--- config.mk ---
export PLATFORM = sky130hd
export DESIGN_NAME = hilbert_encode_prefix_reuse
export DESIGN_NICKNAME = d
export VERILOG_FILES = /design/src/hdl/hep_pkg.sv /design/src/hdl/hep_lead_enc.sv /design/src/hdl/hilbert_encode_prefix_reuse.sv
export SDC_FILE = /design/constraint.sdc
export NUM_CORES = 1
export LEC_CHECK = 0
export BUFFER_PORTS_ARGS = -buffer_cell sky130_fd_sc_hd__buf_2
export CAP_MARGIN = 5
export CELL_PAD_IN_SITES_DETAIL_PLACEMENT = 0
export CELL_PAD_IN_SITES_GLOBAL_PLACEMENT = 1
export CORE_ASPECT_RATIO = 1.4
export CORE_MARGIN = 10
export CORE_UTILIZATION = 48
export CTS_CLUSTER_SIZE = 24
export DETAILED_ROUTE_END_ITERATION = 12
export PLACE_DENSITY_LB_ADDON = 0.1
export SLEW_MARGIN = 5
export SYNTH_ARGS = -nofsm -noshare
export SYNTH_HDL_FRONTEND = slang
export SYNTH_SLANG_ARGS = --single-unit
--- constraint.sdc ---
create_clock -name clk -period 6.5 [get_ports clk]
set_clock_uncertainty 0.1 [all_clocks]
set_input_delay 1.3 -clock clk [delete_from_list [all_inputs] [get_ports clk]]
set_output_delay 1.3 -clock clk [all_outputs]
set_load 0.02 [all_outputs]
--- src/hdl/hep_pkg.sv ---
// ----------------------------------------------------------------------------
// hep_pkg
// Shared types, constants and curve tables for the Hilbert prefix-reuse encoder.
// ----------------------------------------------------------------------------
package hep_pkg;

	localparam int MAX_ORDER_DEF = 32;
	localparam int COORD_W       = 32;
	localparam int CODE_W        = 64;
	localparam int ORDER_W       = 6;
	localparam int POS_W         = 5;

	localparam logic [ORDER_W-1:0] ORDER_RESET = 6'd32;

	typedef enum logic [1:0] {
		ST_IDLE,
		ST_PREP,
		ST_RUN,
		ST_FIN
	} state_t;

	// leading-one search result
	typedef struct packed {
		logic             found;
		logic [POS_W-1:0] pos;
	} lead_t;

	localparam logic [1:0] DIGIT_TABLE [16] = '{
		2'd0, 2'd1, 2'd3, 2'd2, 2'd0, 2'd3, 2'd1, 2'd2,
		2'd2, 2'd3, 2'd1, 2'd0, 2'd2, 2'd1, 2'd3, 2'd0
	};

	localparam logic [1:0] ORIENT_TABLE [16] = '{
		2'd1, 2'd0, 2'd3, 2'd0, 2'd0, 2'd2, 2'd1, 2'd1,
		2'd2, 2'd1, 2'd2, 2'd3, 2'd3, 2'd3, 2'd0, 2'd2
	};

endpackage

--- src/hdl/hep_lead_enc.sv ---
// ----------------------------------------------------------------------------
// hep_lead_enc
// Two-stage leading-one search over a 32-bit word: per-byte search registered
// on load, byte selection combinational from the registered stage.
// ----------------------------------------------------------------------------
module hep_lead_enc (
	input  logic                        clk,
	input  logic                        load,
	input  logic [hep_pkg::COORD_W-1:0] vec,
	output hep_pkg::lead_t              lead
);
	import hep_pkg::*;

	localparam int NBYTES = COORD_W / 8;

	logic [NBYTES-1:0] byte_any_s1;
	logic [2:0]        byte_pos_s1 [NBYTES];
	logic [2:0]        byte_pos_d  [NBYTES];

	always_comb begin
		for (int k = 0; k < NBYTES; k++) begin
			byte_pos_d[k] = 3'd0;
			for (int b = 0; b < 8; b++) begin
				if (vec[8*k + b]) begin
					byte_pos_d[k] = 3'(b);
				end
			end
		end
	end

	always_ff @(posedge clk) begin
		if (load) begin
			for (int k = 0; k < NBYTES; k++) begin
				byte_any_s1[k] <= |vec[8*k +: 8];
				byte_pos_s1[k] <= byte_pos_d[k];
			end
		end
	end

	always_comb begin
		lead = '0;
		for (int k = 0; k < NBYTES; k++) begin
			if (byte_any_s1[k]) begin
				lead.found = 1'b1;
				lead.pos   = {2'(k), byte_pos_s1[k]};
			end
		end
	end

endmodule

--- src/hdl/hilbert_encode_prefix_reuse.sv ---
// ----------------------------------------------------------------------------
// hilbert_encode_prefix_reuse
// 2D Hilbert encoder with four-state orientation tables that recomputes only
// the levels at and below the highest bit changed since the previous point.
// ----------------------------------------------------------------------------
// An item passes from acceptance through a prepare state, a run state that
// recomputes the levels from start down to level 0 (skipped when the previous
// lookahead said the point repeats) and a finish state that waits for the
// output register. The orientation walk advances one two-bit level per cycle
// through the state tables. The result sits in an output register, so the
// next item is taken while a result still waits. start is the highest bit at
// which the previous item's point and its lookahead differed, limited to
// order - 1.
// ----------------------------------------------------------------------------
module hilbert_encode_prefix_reuse #(
	parameter int MAX_ORDER = hep_pkg::MAX_ORDER_DEF
) (
	input  logic         clk,
	input  logic         arst_n,
	input  logic         cfg_valid,
	output logic         cfg_ready,
	input  logic [5:0]   cfg_data,       // order
	input  logic         s_axis_tvalid,
	output logic         s_axis_tready,
	input  logic [127:0] s_axis_tdata,   // x, y, next_x, next_y
	output logic         m_axis_tvalid,
	input  logic         m_axis_tready,
	output logic [63:0]  m_axis_tdata    // code
);
	import hep_pkg::*;

	localparam int LW = (MAX_ORDER > 1) ? $clog2(MAX_ORDER) : 1;
	localparam logic [LW-1:0] TOP_RESET = LW'(MAX_ORDER - 1);

	state_t state_q, state_d;

	logic [ORDER_W-1:0]  order_q;
	logic [CODE_W-1:0]   prev_code_q;
	logic [LW-1:0]       start_q;
	logic                start_none_q;
	logic [1:0]          orient_q [MAX_ORDER];

	logic [COORD_W-1:0]  x_q, y_q, diff_q;
	logic [LW-1:0]       ordm1_q, lvl_q, start_sat_q;
	logic                run_q, above_zero_q;
	logic [1:0]          s_q;
	logic [CODE_W-1:0]   low_q;
	logic [CODE_W-1:0]   out_q;
	logic                out_valid_q;

	logic [ORDER_W-1:0]  ord_eff;
	logic [LW-1:0]       ordm1, start_sat;
	logic [COORD_W-1:0]  cmask, x_in, y_in, nx_in, ny_in, above_mask;
	logic                accept, fin_go, prep, level_cond;
	logic [3:0]          idx;
	logic [CODE_W-1:0]   code_fin;
	lead_t               lead;

	assign cfg_ready     = 1'b1;
	assign s_axis_tready = (state_q == ST_IDLE);
	assign accept        = s_axis_tvalid && s_axis_tready;
	assign fin_go        = (state_q == ST_FIN) && (!out_valid_q || m_axis_tready);
	assign prep          = (state_q == ST_PREP);
	assign m_axis_tvalid = out_valid_q;
	assign m_axis_tdata  = out_q;

	// effective order and coordinate mask
	always_comb begin
		ord_eff = order_q;
		if (order_q == '0) begin
			ord_eff = ORDER_W'(1);
		end else if (order_q > ORDER_W'(MAX_ORDER)) begin
			ord_eff = ORDER_W'(MAX_ORDER);
		end
		ordm1 = LW'(ord_eff - ORDER_W'(1));
		for (int b = 0; b < COORD_W; b++) begin
			cmask[b] = (ORDER_W'(b) < ord_eff);
		end
		start_sat = (start_q > ordm1) ? ordm1 : start_q;
	end

	assign x_in  = s_axis_tdata[31:0]   & cmask;
	assign y_in  = s_axis_tdata[63:32]  & cmask;
	assign nx_in = s_axis_tdata[95:64]  & cmask;
	assign ny_in = s_axis_tdata[127:96] & cmask;

	always_comb begin
		for (int b = 0; b < COORD_W; b++) begin
			above_mask[b] = (b > int'(lvl_q));
		end
	end

	assign idx        = {s_q, x_q[lvl_q], y_q[lvl_q]};
	assign level_cond = above_zero_q && !diff_q[lvl_q] && (lvl_q != '0);

	hep_lead_enc u_lead (
		.clk  (clk),
		.load (prep),
		.vec  (diff_q),
		.lead (lead)
	);

	// prefix from the previous code above the recomputed levels merged with the new low digits, masked to order
	always_comb begin
		for (int j = 0; j < CODE_W; j++) begin
			code_fin[j] = ((prev_code_q[j] && (!run_q || ((j >> 1) > int'(start_sat_q))))
				|| low_q[j]) && ((j >> 1) <= int'(ordm1_q));
		end
	end

	always_comb begin
		state_d = state_q;
		case (state_q)
			ST_IDLE: begin
				if (accept) state_d = ST_PREP;
			end
			ST_PREP: begin
				state_d = run_q ? ST_RUN : ST_FIN;
			end
			ST_RUN: begin
				if (lvl_q == '0) state_d = ST_FIN;
			end
			ST_FIN: begin
				if (fin_go) state_d = ST_IDLE;
			end
			default: state_d = ST_IDLE;
		endcase
	end

	always_ff @(posedge clk or negedge arst_n) begin
		if (!arst_n) begin
			state_q <= ST_IDLE;
		end else begin
			state_q <= state_d;
		end
	end

	// configuration and persistent state
	always_ff @(posedge clk or negedge arst_n) begin
		if (!arst_n) begin
			order_q      <= ORDER_RESET;
			prev_code_q  <= '0;
			start_q      <= TOP_RESET;
			start_none_q <= 1'b0;
			out_valid_q  <= 1'b0;
			run_q        <= 1'b0;
			for (int i = 0; i < MAX_ORDER; i++) begin
				orient_q[i] <= 2'd0;
			end
		end else begin
			if (cfg_valid && cfg_ready) begin
				order_q <= cfg_data;
			end
			if (accept) begin
				run_q <= !start_none_q;
			end
			if (state_q == ST_RUN && level_cond) begin
				orient_q[lvl_q - LW'(1)] <= ORIENT_TABLE[idx];
			end
			if (fin_go) begin
				prev_code_q  <= code_fin;
				start_none_q <= !lead.found;
				start_q      <= lead.pos[LW-1:0];
				out_valid_q  <= 1'b1;
			end else if (m_axis_tready) begin
				out_valid_q  <= 1'b0;
			end
		end
	end

	// working registers of the level walk
	always_ff @(posedge clk) begin
		if (accept) begin
			x_q         <= x_in;
			y_q         <= y_in;
			diff_q      <= (x_in ^ nx_in) | (y_in ^ ny_in);
			ordm1_q     <= ordm1;
			start_sat_q <= start_sat;
			lvl_q       <= start_sat;
			s_q         <= (start_sat == ordm1) ? 2'd0 : orient_q[start_sat];
			low_q       <= '0;
		end
		if (prep) begin
			above_zero_q <= ~|(diff_q & above_mask);
		end
		if (state_q == ST_RUN) begin
			low_q        <= {low_q[CODE_W-3:0], DIGIT_TABLE[idx]};
			s_q          <= ORIENT_TABLE[idx];
			above_zero_q <= above_zero_q && !diff_q[lvl_q];
			lvl_q        <= lvl_q - LW'(1);
		end
		if (fin_go) begin
			out_q <= code_fin;
		end
	end

	a_run_has_levels: assert property (@(posedge clk) disable iff (!arst_n)
		(state_q == ST_RUN) |-> run_q)
		else $error("level walk entered with no levels to compute");

	a_level_in_order: assert property (@(posedge clk) disable iff (!arst_n)
		(state_q == ST_RUN) |-> (lvl_q <= ordm1_q))
		else $error("level walk above the curve order");

	a_out_is_prev: assert property (@(posedge clk) disable iff (!arst_n)
		fin_go |=> (m_axis_tvalid && (m_axis_tdata == prev_code_q)))
		else $error("delivered code differs from stored previous code");

	a_low_bits_clear: assert property (@(posedge clk) disable iff (!arst_n)
		accept |=> (low_q == '0))
		else $error("digit accumulator not cleared for a new transaction");

endmodule
==> results.yml, run 1 <==
global_route:
  grt_overflow: 0
  grt_pass1_vias: 13465
  grt_max_degree: 77
  antenna_found_initial: 0
  track_usage_pct: 20.42
  grt_pass1_wl_mm: 78.26
yosys:
  synthTopCellsByCount: "edfxtp_1, nand2_1, dfrtp_1"
  yosysMostFrequentCell: "edfxtp_1"
  yosysWarnings: 0
  synth_cell_types: 71
  synthTopCellsByArea: "edfxtp_1, dfrtp_1, mux2_2, mux4_2, nand2_1"
  yosys.area.top_type: "edfxtp_1"
  ys_seq_area_share_pct: 59.23
  ys.flop_type: "edfxtp_1"
  yosysTopAreaCellShare_pct: 40.40
  synth_area_per_cell_um2: 11.92
  ys_seq_elements: 402
  syn_nets: 1767
  synthCells: 1609
  synth-edff-count: 258
  async_flop_share_pct: 35.82
  synth_area_mm2: 0.01918
critical_path:
  slowest_stage: "dfrtp_1"
  crit_required_ps: 6660
  cp_cell_sequence: "or3_1 > nor2_1 > o21ai_0 > buf_4 > ha_1 > buf_4 > or3b_4 > a221oi_4 > xnor2_1 > or4_1 > a22o_2 > mux2i_4 > mux4_2 > a22oi_1 > and3_1 > o211ai_1"
  critPathArrivalTime_ps: 5830
  slowest_delay_ps: 740
  crit_path_max_fanout: 23
  crit_top_cell: "buf_4"
  crit_path_start_kind: "register"
  critPathBufInv: 2
  crit_family: "simple AND/OR/NAND/NOR gates"
  crit_type: "reg2reg"
  critPathCaptureType: "register"
job:
  cap_violations: 0
floorplan:
  die_h_um: 256.5
  die_w_um: 188.9
  floorplan.initialDensity_pct: 48.69
  die_area_mm2: 0.04846
  rows: 86
  core_mm2: 0.03938
  pin_count: 206
clocking:
  cts_hold_buf: 0
  cts_root_buf: "clkbuf_16"
  clock_path_buffers: 3
  cts_resized: 0
  numClockSinks: 402
  cts_setup_buffers: 0
  h-tree-depth: 2
  cts.clk_slew.worst_paths_ps: 60
  insertion_delay_ps: 550
  cts_tree: "yes"
  cts_buffers: 40
place:
  pre_cts_slack_ps: 860.5
  gp_congestion: 0.9057
  place.port_buffers: 204
  hpwl_mm: 36.82
pwr:
  netSwitchingPower_w: 0.003941
  p_int_w: 0.006485
  p_seq_share_pct: 42.2
  clkPwrFrac_pct: 21.5
  p_per_area_mw_per_mm2: 474.4
  swShare_pct: 37.80
  p_comb_share_pct: 36.3
  p_leak_nw: 8.873
  vdd_drop_max_uv: 274.2
cells_and_area:
  fillers: 3343
  multi_input_area_mm2: 0.007366
  register_area_mm2: 0.01136
  num-nets-final: 1953
  syn_to_final_growth_pct: 14.60
  utilization_pct: 55.80
  layout-drive-gt1-share_pct: 23.11
sta:
  clock.fmax_mhz: 176.4
  setup_viol: 0
  final_hold_viol_count: 0
  rsz0062_at_grt: "false"
  worst_slack_ps: 831.7
  finalCritPeriodShare_pct: 87.20
  maxSlewHeadroom_pct: 27.73
  fin_crit_ps: 5668
  tns_ps: 0
  drv_slew: 0
  tightest_slew_ps: 1080
min_path:
  hold_class: "reg2reg"
detailed_routing:
  routed_wirelength_mm: 50.22
  drcViolationCount: 0
  num_vias: 13020
  vias_per_cell: 5.526
  dr.pass1.iters: 5
  antenna_left: 0
  detail_route.wl_per_cell_um: 21.32
  drt-initial-drc-count: 782
outcome:
  status: "finished clean"
-- final timing paths --
check | startpoint | end | slack (ps) | cells past startpoint
max | order_q[2]$_DFFE_PN0P_ | s_q[0]$_DFFE_PP_ | 830 | 16
min | start_none_q$_DFFE_PN0P_ | run_q$_DFFE_PN0P_ | 350 | 1
max reg2reg | order_q[2]$_DFFE_PN0P_ | s_q[0]$_DFFE_PP_ | 830 | 16
min reg2reg | start_none_q$_DFFE_PN0P_ | run_q$_DFFE_PN0P_ | 350 | 1
max in group asynchronous | arst_n | orient_q[6]$_DFFE_PN0P_ | 4600 | 2
min in group asynchronous | arst_n | prev_code_q[18]$_DFFE_PN0P_ | 520 | 1
-- state kept, by name (all words and copies together) (netlist names), 6 cells and up --
| name | flops |
|---|---|
| x_q | 32 |
| order_q | 6 |
| diff_q | 32 |
| orient_q | 64 |
| y_q | 32 |
| m_axis_tdata | 64 |
| low_q | 64 |
| prev_code_q | 64 |
| u_lead.byte_pos_s1 | 12 |
-- per-layer routing --
metal  share of wire, %  up-vias  wire, um  global-route usage, %
li1                   -     6153         -                      -
met1                 39     6375     19390                  23.40
met2                 54      415     26970                  37.71
met3                5.0       77      2493                  3.301
met4                2.7        0      1366                  6.540
met5                  0        -         0                      0
-- cells in the final DEF, fill, tap and decap left out, types with 18 or more instances in the layout --
master     count
mux4_2        35
mux2_2        78
edfxtp_1     258
and2_1        88
nor2_1       120
o31ai_1       18
a21oi_1      133
buf_4         19
buf_2        203
nor2b_1       54
dfrtp_1      138
nand3_1       23
xnor2_1       73
inv_1         34
o21ai_0       47
mux2i_1       26
nor3_1        20
ha_1          18
nand2_1      202
clkbuf_16     43
-- area by class of cell --
| class | instances | area share (%) |
|---|---|---|
| Sequential cell | 402 | 51.69 |
| Antenna cell | 2 | 0.02277 |
| Clock inverter | 15 | 0.4042 |
| Multi-Input combinational cell | 1088 | 33.52 |
| Clock buffer | 58 | 5.335 |
| Tap cell | 528 | 3.006 |
| Timing Repair Buffer | 223 | 5.323 |
| Inverter | 40 | 0.7060 |
-- power groups by stage --
| stage | combinational (W) | clock [W] | sequential [W] |
|---|---|---|---|
| 6_report | 0.00379 | 0.00224 | 0.00440 |
| 5_1_grt | 0.00419 | 0.00238 | 0.00449 |
| 4_1_cts | 0.00384 | 0.00228 | 0.00440 |
| 3_5_place_dp | 0.00383 | 0 | 0.00444 |
| 3_3_place_gp | 0.00376 | 0 | 0.00444 |
| 2_1_floorplan | 0.00259 | 0 | 0.00437 |
-- metrics by stage --
step	total power, W	instance area (um^2)	cells	hold WS, ps
2_1_floorplan	0.006964	19180	1609	317.2
3_3_place_gp	0.008203	20710	2281	332.3
3_5_place_dp	0.008273	20710	2281	344.5
4_1_cts	0.01052	21970	2354	350.8
5_1_grt	0.01105	21970	2354	382.0
6_report	0.01043	21980	2356	350.9
-- cell families after synthesis --
kind of cell | after synthesis | synth area share [%]
AO/OA/AOI/OAI | 298 | 9.526
other | 1 | 0.01955
XOR/XNOR | 74 | 3.380
adder cells (fa/ha/maj) | 20 | 1.292
flip-flops | 402 | 59.23
buffers and inverters | 119 | 2.466
AND/OR/NAND/NOR | 545 | 13.34
multiplexers | 150 | 10.75
(Power assumes the default switching activity.)
==> run 2: changes to the inputs <==
Settings changed: SYNTH_HIERARCHICAL set to 1.
==> run 2 against run 1 <==
Count of clock-buffer cells in the layout down 4. Maximum frequency fell by 3.5%. First-iteration DRC count fell by 0.26%. Critical path depth is 1 higher. Routed wire length fell by 1.5%. Global-route usage decreased by 0.23 points. Design area up 0.51%. Largest power group unchanged. Highest routed layer unchanged.
==> results.yml, run 2 <==
yosys:
  yosysWarnings: 6
  synthTopCellsByArea: "edfxtp_1, dfrtp_1, mux4_2, a21oi_1, xnor2_1"
  yosysTopAreaCellShare_pct: 40.07
  synth_cell_types: 74
  synth_area_per_cell_um2: 12.18
  synthTopCellsByCount: "edfxtp_1, a21oi_1, nand2_1"
  syn_nets: 1744
  ys_seq_elements: 402
  synthCells: 1587
  yosysMostFrequentCell: "edfxtp_1"
  ys_seq_area_share_pct: 58.75
  yosys.area.top_type: "edfxtp_1"
  synth-edff-count: 258
  ys.flop_type: "edfxtp_1"
  async_flop_share_pct: 35.82
  synth_area_mm2: 0.01933
global_route:
  busiest_layer: "met2"
  grt_use_met1_pct: 23.26
  grt_pass1_vias: 13621
  grt_pass1_wl_mm: 77.56
  gr-usage-met3_pct: 3.235
  antenna_found_initial: 0
  grt_overflow: 0
  track_usage_pct: 20.18
  grt_max_degree: 110
  grtUsageMet2_pct: 36.12
clocking:
  cts_buffers: 40
  numClockSinks: 402
  cts_resized: 0
  insertion_delay_ps: 550
  cts_setup_buffers: 0
  cts.clk_slew.worst_paths_ps: 60
  clock_path_buffers: 3
  cts_hold_buf: 0
  cts_tree: "yes"
  cts_root_buf: "clkbuf_16"
  h-tree-depth: 2
min_path:
  hold_class: "reg2reg"
  holdPathEnd: "run_q$_DFFE_PN0P_"
  holdCritStartpoint: "start_none_q$_DFFE_PN0P_"
  min_path_cells: 1
critical_path:
  rrSetupSlack_ps: 630
  critPathCaptureType: "register"
  slowest_delay_ps: 670
  crit_path_start_kind: "register"
  crit_path_max_fanout: 18
  crit_family: "adder cells"
  crit_required_ps: 6690
  rr_worst_depth: 17
  critPathArrivalTime_ps: 6060
  cp_cell_sequence: "or2_2 > nor3_1 > o21bai_1 > ha_1 > xnor2_1 > inv_1 > ha_1 > a21oi_1 > a21oi_1 > maj3_2 > maj3_4 > mux2i_4 > mux4_1 > nand2_1 > nand4_1 > mux2i_1 > o21ai_1"
  crit_type: "reg2reg"
  critPathBufInv: 1
  slowest_stage: "mux2i_4"
  r2r-start: "order_q[1]$_DFFE_PN0P_"
  crit-reg2reg-capture: "s_q[0]$_DFFE_PP_"
sta:
  fin_crit_ps: 5871
  maxSlewHeadroom_pct: 23.87
  clock.fmax_mhz: 170.3
  tns_ps: 0
  tightest_slew_ps: 1142
  rsz0062_at_grt: "false"
  hold_ws_ps: 350.6
  setup_viol: 0
  finalCritPeriodShare_pct: 90.33
  final_hold_viol_count: 0
  worst_slack_ps: 628.6
  drv_slew: 0
place:
  placed_area_mm2: 0.02079
  dp_cells: 2255
  gp_congestion: 0.9351
  place.port_buffers: 204
  pre_cts_slack_ps: 625.2
  hpwl_mm: 36.03
pwr:
  p_leak_nw: 8.808
  p_per_area_mw_per_mm2: 468.0
  vdd_drop_max_uv: 322.4
floorplan:
  die_w_um: 189.6
  pin_count: 206
  die_h_um: 257.5
  core_mm2: 0.03960
  rows: 86
  die_area_mm2: 0.04882
  floorplan.initialDensity_pct: 48.82
cells_and_area:
  num-nets-final: 1926
  layout_commonest_cell: "edfxtp_1"
  layout_common_cells: "edfxtp_1, buf_2, a21oi_1"
  stdcell_area_mm2: 0.02209
  syn_to_final_growth_pct: 14.24
  layout-drive-gt1-share_pct: 22.00
  n_antenna_cell: 0
  finalNonFillerCells: 2328
detailed_routing:
  drt-initial-drc-count: 780
  routed_wirelength_mm: 49.48
  num_vias: 12966
  dr.pass1.iters: 5
  drcViolationCount: 0
  antenna_left: 0
  detail_route.wl_per_cell_um: 21.25
  vias_per_cell: 5.570
outcome:
  status: "finished clean"
job:
  cap_violations: 0
[run 2: changes by cell type after synthesis, moves of 6 or more]
cell and change:
o31ai_1 +40, mux2_1 +31, nand2_1 -63, a21oi_1 +14, mux2_2 -28, a22oi_1 -6
o21ai_0 +10, nor2_1 -9, mux2i_1 -18, mux4_1 +8
[run 2: area by class of cell]
cell class                 instances  area, um^2
tap                              528       660.6
multi-input combinational       1067        7490
inverter                          41       155.1
clock inverter                    19       152.6
sequential                       402       11360
fill                            3467       17510
clock buffer                      54        1146
timing repair buffer             217        1125
[run 2: per-stage QoR]
| step | util (%) | power, W |
|---|---|---|
| floorplan | - | 0.006888 |
| global placement | 52.50 | 0.008049 |
| detailed placement | 52.50 | 0.008112 |
| CTS | 55.78 | 0.01041 |
| global route | 55.78 | 0.01096 |
| finish | 55.78 | 0.01034 |
[run 2: power by group]
part / total [W] / switching, W / leakage [nW] / internal, W
registers: 0.00440 / 0.000542 / 4.34 / 0.00386
logic: 0.00365 / 0.00235 / 3.83 / 0.00130
clock network: 0.00229 / 0.000972 / 0.638 / 0.00132
[run 2: cell families (layout without fill, tap and decap cells)]
kind of cell / after synthesis / in the layout / share of synthesized area [%]
and+or+nand+nor: 500 / 500 / 12.85
DFF: 402 / 402 / 58.75
AOI/OAI and AO/OA: 332 / 332 / 10.37
muxes: 142 / 142 / 10.87
buffers and inverters: 118 / 331 / 2.576
xor gates and xnor gates: 71 / 71 / 3.216
adders and majority gates: 21 / 21 / 1.346
other: 1 / 1 / 0.01940
[run 2: how the worst max path moves through the flow]
| stage | start | end | slack (ps) | cells after the start |
|---|---|---|---|---|
| after floorplan | s_axis_tvalid | low_q[0]$_SDFFCE_PN0P_ | 980 | 2 |
| final | order_q[1]$_DFFE_PN0P_ | s_q[0]$_DFFE_PP_ | 630 | 17 |
| after detailed placement | order_q[1]$_DFFE_PN0P_ | s_q[0]$_DFFE_PP_ | 630 | 17 |
| after CTS | order_q[1]$_DFFE_PN0P_ | s_q[0]$_DFFE_PP_ | 640 | 17 |
| after global placement | order_q[1]$_DFFE_PN0P_ | s_q[0]$_DFFE_PP_ | 840 | 17 |
| after global routing | order_q[1]$_DFFE_PN0P_ | s_q[1]$_DFFE_PP_ | 300 | 17 |
[run 2: layer usage]
metal	part of all wire (%)	routed length (um)
met1	39	19460
met2	52	25730
met3	4.5	2235
met4	4.1	2048
met5	0	0
